### config.mk
export PLATFORM = sky130hd
export DESIGN_NAME = bse_div
export DESIGN_NICKNAME = d
export VERILOG_FILES = /design/src/sv/bytecode_stack_executor_top_assert.svh /design/src/sv/bse_pkg.sv /design/src/sv/bse_div.sv
export SDC_FILE = /design/constraint.sdc
export NUM_CORES = 1
export LEC_CHECK = 0
export BUFFER_PORTS_ARGS = -buffer_cell sky130_fd_sc_hd__buf_2
export CORE_AREA = 2 2 125 127
export CTS_CLUSTER_DIAMETER = 100
export DETAILED_ROUTE_END_ITERATION = 16
export DIE_AREA = 0 0 127 129
export PLACE_DENSITY = 0.82
export SYNTH_ARGS = -nofsm -noshare
export SYNTH_HDL_FRONTEND = slang
export SYNTH_SLANG_ARGS = --single-unit
### constraint.sdc
create_clock -name clk -period 4.8 [get_ports clk]
set_input_delay 0.72 -clock clk [delete_from_list [all_inputs] [get_ports clk]]
set_output_delay 0.72 -clock clk [all_outputs]
set_load 0.02 [all_outputs]
### src/sv/bytecode_stack_executor_top_assert.svh
// Assertion macros for the bytecode stack executor.
`ifndef BYTECODE_STACK_EXECUTOR_TOP_ASSERT_SVH
`define BYTECODE_STACK_EXECUTOR_TOP_ASSERT_SVH
`ifndef NO_ASSERTIONS
`define BSE_ASSERT(label, prop, msg) \
    label: assert property (@(posedge clk) disable iff (!rst_n) prop) else $error(msg);
`define BSE_ASSERT_RST(label, prop, msg) \
    label: assert property (@(posedge clk) prop) else $error(msg);
`else
`define BSE_ASSERT(label, prop, msg)
`define BSE_ASSERT_RST(label, prop, msg)
`endif
`endif

### src/sv/bse_pkg.sv
// Shared types, opcodes and constants for the bytecode stack executor.
package bse_pkg;
    localparam int StackDepth   = 64;
    localparam int TableEntries = 256;
    localparam int ValueBits    = 32;
    localparam int SpW  = $clog2(StackDepth);
    localparam int SdW  = $clog2(StackDepth + 1);
    localparam int TiW  = $clog2(TableEntries);

    localparam logic [3:0] OP_LDC   = 4'd0;
    localparam logic [3:0] OP_LDV   = 4'd1;
    localparam logic [3:0] OP_STV   = 4'd2;
    localparam logic [3:0] OP_JF    = 4'd3;
    localparam logic [3:0] OP_JT    = 4'd4;
    localparam logic [3:0] OP_JFWD  = 4'd5;
    localparam logic [3:0] OP_JABS  = 4'd6;
    localparam logic [3:0] OP_CMP   = 4'd7;
    localparam logic [3:0] OP_PRINT = 4'd8;
    localparam logic [3:0] OP_NL    = 4'd9;
    localparam logic [3:0] OP_ADD   = 4'd10;
    localparam logic [3:0] OP_MUL   = 4'd11;
    localparam logic [3:0] OP_DIV   = 4'd12;
    localparam logic [3:0] OP_MOD   = 4'd13;
    localparam logic [3:0] OP_SUB   = 4'd14;
    localparam logic [3:0] OP_SETC  = 4'd15;

    localparam logic [15:0] CMP_LT = 16'd0;
    localparam logic [15:0] CMP_LE = 16'd1;
    localparam logic [15:0] CMP_NE = 16'd3;
    localparam logic [15:0] CMP_GT = 16'd4;
    localparam logic [15:0] CMP_GE = 16'd5;

    localparam logic [2:0] ERR_OK    = 3'd0;
    localparam logic [2:0] ERR_UNDER = 3'd1;
    localparam logic [2:0] ERR_OVER  = 3'd2;
    localparam logic [2:0] ERR_DIV0  = 3'd3;
    localparam logic [2:0] ERR_INDEX = 3'd4;

    typedef struct packed {
        logic [3:0]         cmd;
        logic [15:0]        arg;
        logic [15:0]        position;
        logic signed [31:0] const_value;
    } bse_in_t;

    typedef struct packed {
        logic [15:0]        next_position;
        logic               print_valid;
        logic signed [31:0] print_value;
        logic               newline;
        logic [2:0]         error;
    } bse_out_t;

    typedef struct packed {
        logic                 start;
        logic                 is_mod;
        logic [ValueBits-1:0] a;
        logic [ValueBits-1:0] b;
    } div_req_t;

    typedef struct packed {
        logic                 busy;
        logic                 done;
        logic [ValueBits-1:0] result;
    } div_rsp_t;
endpackage

### src/sv/bse_div.sv
// Radix-2 restoring signed divider, one quotient bit per cycle.
module bse_div
    import bse_pkg::*;
(
    input  logic     clk,
    input  logic     rst_n,
    input  div_req_t req,
    output div_rsp_t rsp
);
    localparam int CntW = $clog2(ValueBits + 1);

    logic [ValueBits-1:0] quo_reg, quo_next;
    logic [ValueBits-1:0] rem_reg, rem_next;
    logic [ValueBits-1:0] dvs_reg, dvs_next;
    logic [CntW-1:0]      cnt_reg, cnt_next;
    logic                 busy_reg, busy_next;
    logic                 done_reg, done_next;
    logic                 qneg_reg, qneg_next;
    logic                 rneg_reg, rneg_next;
    logic                 mod_reg, mod_next;
    logic [ValueBits:0]   trial;
    logic [ValueBits-1:0] quo_fin, rem_fin;

    always_comb
    begin
        quo_next  = quo_reg;
        rem_next  = rem_reg;
        dvs_next  = dvs_reg;
        cnt_next  = cnt_reg;
        busy_next = busy_reg;
        done_next = 1'b0;
        qneg_next = qneg_reg;
        rneg_next = rneg_reg;
        mod_next  = mod_reg;
        trial     = {rem_reg, quo_reg[ValueBits-1]} - {1'b0, dvs_reg};
        if (req.start)
        begin
            quo_next  = req.a[ValueBits-1] ? -req.a : req.a;
            dvs_next  = req.b[ValueBits-1] ? -req.b : req.b;
            rem_next  = '0;
            cnt_next  = CntW'(ValueBits);
            busy_next = 1'b1;
            qneg_next = req.a[ValueBits-1] ^ req.b[ValueBits-1];
            rneg_next = req.a[ValueBits-1];
            mod_next  = req.is_mod;
        end
        else if (busy_reg)
        begin
            if (trial[ValueBits])
                rem_next = {rem_reg[ValueBits-2:0], quo_reg[ValueBits-1]};
            else
                rem_next = trial[ValueBits-1:0];
            quo_next = {quo_reg[ValueBits-2:0], ~trial[ValueBits]};
            cnt_next = cnt_reg - 1'b1;
            if (cnt_reg == CntW'(1))
            begin
                busy_next = 1'b0;
                done_next = 1'b1;
            end
        end
    end

    always_ff @(posedge clk or negedge rst_n)
    begin
        if (!rst_n)
        begin
            busy_reg <= 1'b0;
            done_reg <= 1'b0;
            cnt_reg  <= '0;
        end
        else
        begin
            busy_reg <= busy_next;
            done_reg <= done_next;
            cnt_reg  <= cnt_next;
        end
    end

    always_ff @(posedge clk)
    begin
        quo_reg  <= quo_next;
        rem_reg  <= rem_next;
        dvs_reg  <= dvs_next;
        qneg_reg <= qneg_next;
        rneg_reg <= rneg_next;
        mod_reg  <= mod_next;
    end

    assign quo_fin    = qneg_reg ? -quo_reg : quo_reg;
    assign rem_fin    = rneg_reg ? -rem_reg : rem_reg;
    assign rsp.busy   = busy_reg;
    assign rsp.done   = done_reg;
    assign rsp.result = mod_reg ? rem_fin : quo_fin;
endmodule

==> key figures <==
Synthesis
  • Top_reg_cell synth: edfxtp_1
  • Net count after synthesis: 1,141
  • Area share of the largest cell type after synthesis: 0.2287
  • Most instantiated cells after synthesis: nor2_1 (106), nand2_1 (87), a21oi_1 (85)
  • FF+latch count, synth: 107
  • Syn_area_per_cell: between 8 and 9 um2
  • Synth area leader: edfxtp_1
  • Async SR Flop Fraction: 0.07477
  • Synth warn: 0
  • Yosys cell types: between 60 and 70
  • Cells after Synth: just over 1,000
  • Register area share after synthesis: 0.3243
  • Top post-synthesis cells by area: edfxtp_1 (23%), xor2_1 (7.6%), xnor2_1 (7.5%)
  • Number of synthesized flops with an enable pin: 67
  • Most common cell in the netlist: nor2_1
  • Mapped Area: between 8000 and 9000 um2

Clock tree
  • CTS root buf: clkbuf_16
  • Hold buffer count at cts: 0
  • Clock latency on the worst-skew pair: ~360 ps
  • TritonCTS clock tree: built
  • Worst-path clk slew: 80 ps
  • Num CTS Buffers: 9
  • CTS Sinks: about 110
  • Max Buffers Root-to-Sink: 2
  • CTS-repair resized insts: 0
  • Postcts setup bufs: 0
  • CTS HTree Levels: 3

Flow run
  • Max Cap Viol: 0

Worst setup path
  • CP Cell Sequence: or3_4 > nor4_4 > nand3_2 > or4_4 > or4_4 > or4_4 > o31ai_2 > xor2_1 > mux2i_1 > buf_2
  • Worst EP required: around 4100 ps
  • Crit end category: primary output
  • Most common cell on crit path: or4_4
  • Crit-path max cell delay: ~530 ps
  • Setup CP Type: flop to primary output
  • Bufs and invs on worst path: 1
  • Crit start category: flop
  • Top cell family by delay on the critical path: simple AND/OR/NAND/NOR gates
  • Worst EP arrival: ~3800 ps
  • CP max-delay cell: or4_4
  • Worst Path Max Fanout: 4

Drt
  • Iteration-0 DRC Markers: roughly 470
  • Vias: around 7,700
  • Post-Route WL: between 20,000 and 25,000 um
  • Router iterations before antenna repair: 7
  • Drt wl/cell: between 15 and 20 um
  • Routed Antenna Nets: 0
  • Via/cell ratio: between 5 and 6
  • # DRC: 0

Finish
  • Fillers: 1,285
  • Area of the multi-input gates: roughly 5500 um2
  • Flip-flop and latch area: ~2900 um2
  • Final std cells w/o fill: 1,291
  • Fraction of layout cells with a size suffix above 1: 0.1287
  • Net count reported at finish: approximately 1,200
  • Ant diodes: 0
  • Finished Core Util: 0.6439
  • Post-layout instance area: about 9600 um2
  • Area Growth Syn to Fin: 9.629%

Power
  • Int Pwr: roughly 2.1 mW
  • Flop pwr share: 0.363
  • Pwr Total: 3.469 mW
  • Switching power: ~1.4 mW
  • Leakage power: 3.932 nW
  • Peak supply drop: around 0.28 mV
  • Comb power frac: 0.426
  • Sw Share: 0.4048
  • Pwr dens: approximately 360 nW/um2
  • Clock power share: 0.212

STA
  • Period minus WS final: roughly 4500 ps
  • Max transition margin: 0.1701
  • Fin crit share: 0.9359
  • Total negative slack: 0 ps
  • PnR worst setup slack: approximately 310 ps
  • Fmax: roughly 0.22 GHz
  • Clock skew: about 7.0 ps
  • Hold Slack: 181.7 ps
  • Unrepaired setup endpoints after global routing: no
  • Final Hold Fails: 0
  • Worst-margin pin slew: 1243 ps
  • Final setup vio count: 0
  • Fin. max-slew vios: 0

Placed design
  • Area after DPL: about 9400 um2
  • Gpl congestion: roughly 0.93
  • Final HPWL DP: around 15,000 um
  • Post-Place Worst Slack: between 700 and 800 ps
  • Placed insts: around 1,300
  • IO buf count: about 100

Global routing
  • Total Routing Usage GR: 0.2495
  • Vias in the first global route: roughly 7,200
  • GRT overflow: 0
  • First-pass GRT wire length: about 33,000 um
  • Largest net degree at the start of global routing: 98
  • Initial antenna violation count: 0

Die
  • Initial Utilization: 0.5874
  • FP Rows: 45
  • Die height: around 130 um
  • Core Area: about 15,000 um2
  • Die footprint: between 15,000 and 20,000 um2
  • Die Wd: roughly 130 um
  • Top Ports: ~100

Outcome
  • Status: complete, no violations

Hold path
  • Hold WC Path Type: primary input to asynchronous set/reset pin
worst paths after layout:
path | from | end | slack (ps) | cells after the start
hold reg to reg | rem_reg[29] | rem_reg[29] | 540 | 2
setup / recovery | quo_reg[4] | rsp[28] | 310 | 10
max in group asynchronous | rst_n | cnt_reg[0] | 4450 | 1
min in group clk | req[64] | mod_reg | 530 | 1
setup reg to reg | quo_reg[31] | rem_reg[16] | 890 | 14
hold / removal | rst_n | cnt_reg[5] | 180 | 1
power groups by stage:
| stage | logic, mW | clock network (mW) | registers (mW) |
|---|---|---|---|
| after floorplan | 1.12 | 0 | 1.22 |
| after global placement | 1.43 | 0 | 1.27 |
| after detailed placement | 1.46 | 0 | 1.28 |
| after CTS | 1.48 | 0.742 | 1.26 |
| after global routing | 1.64 | 0.780 | 1.27 |
| final | 1.48 | 0.734 | 1.26 |
logic make-up (layout without fill, tap and decap cells):
logic type	after synthesis	count (layout)	synth area share
flops	107	107	0.3243
mux	34	34	0.03869
simple gates	312	312	0.1739
buf+inv	106	175	0.04978
xor+xnor	152	152	0.1522
fa+ha+maj	39	39	0.05632
compound gates	284	284	0.2048
metal layers:
layer	GRT usage	vias up	wire [um]
met3	0.04407	38	713
li1	-	3881	-
met2	0.4532	167	10560
met1	0.3032	3617	8603
met5	0	-	0
met4	0.07563	0	441
placed cells by master (no fill, tap or decap), types with 8 or more instances in the layout:
cell type / Yosys / layout
o41ai_1: 17 / 17
a31oi_1: 9 / 9
nor2b_1: 9 / 9
or3_1: 8 / 8
clkbuf_16: 0 / 9
ha_1: 38 / 38
o21ai_0: 47 / 47
xnor2_1: 75 / 75
edfxtp_1: 67 / 67
a211oi_1: 30 / 30
dfxtp_1: 32 / 32
nor2_1: 106 / 106
dfrtp_1: 8 / 8
nand2_1: 87 / 87
inv_1: 53 / 53
nor4_1: 11 / 11
nand3_1: 14 / 14
nor3_1: 9 / 9
o31ai_1: 34 / 34
a21oi_1: 85 / 85
buf_2: 1 / 100
mux2i_1: 34 / 34
xor2_1: 76 / 76
or4_1: 19 / 19
a21o_1: 11 / 11
o21ai_1: 19 / 19
worst register-to-register path, cell delays in order (launching register included):
cell and delay, ps:
edfxtp_1 320, inv_1 140, ha_1 270, fa_1 400, nor2b_1 200, o2111ai_1 160, a211oi_1 500, nor3_1 110
o31ai_1 260, buf_4 180, a2bb2oi_1 390, xor2_4 190, buf_12 250, mux2i_1 280, a211oi_1 90
cell type report:
class,count,share of cell area
flip-flops and latches,107,0.2958
multi-input cells,821,0.5721
well taps,188,0.02439
clock buffers,9,0.02335
inverters,53,0.02063
repair buffers,106,0.05786
clock inverters,7,0.005838
(Power assumes the default switching activity.)
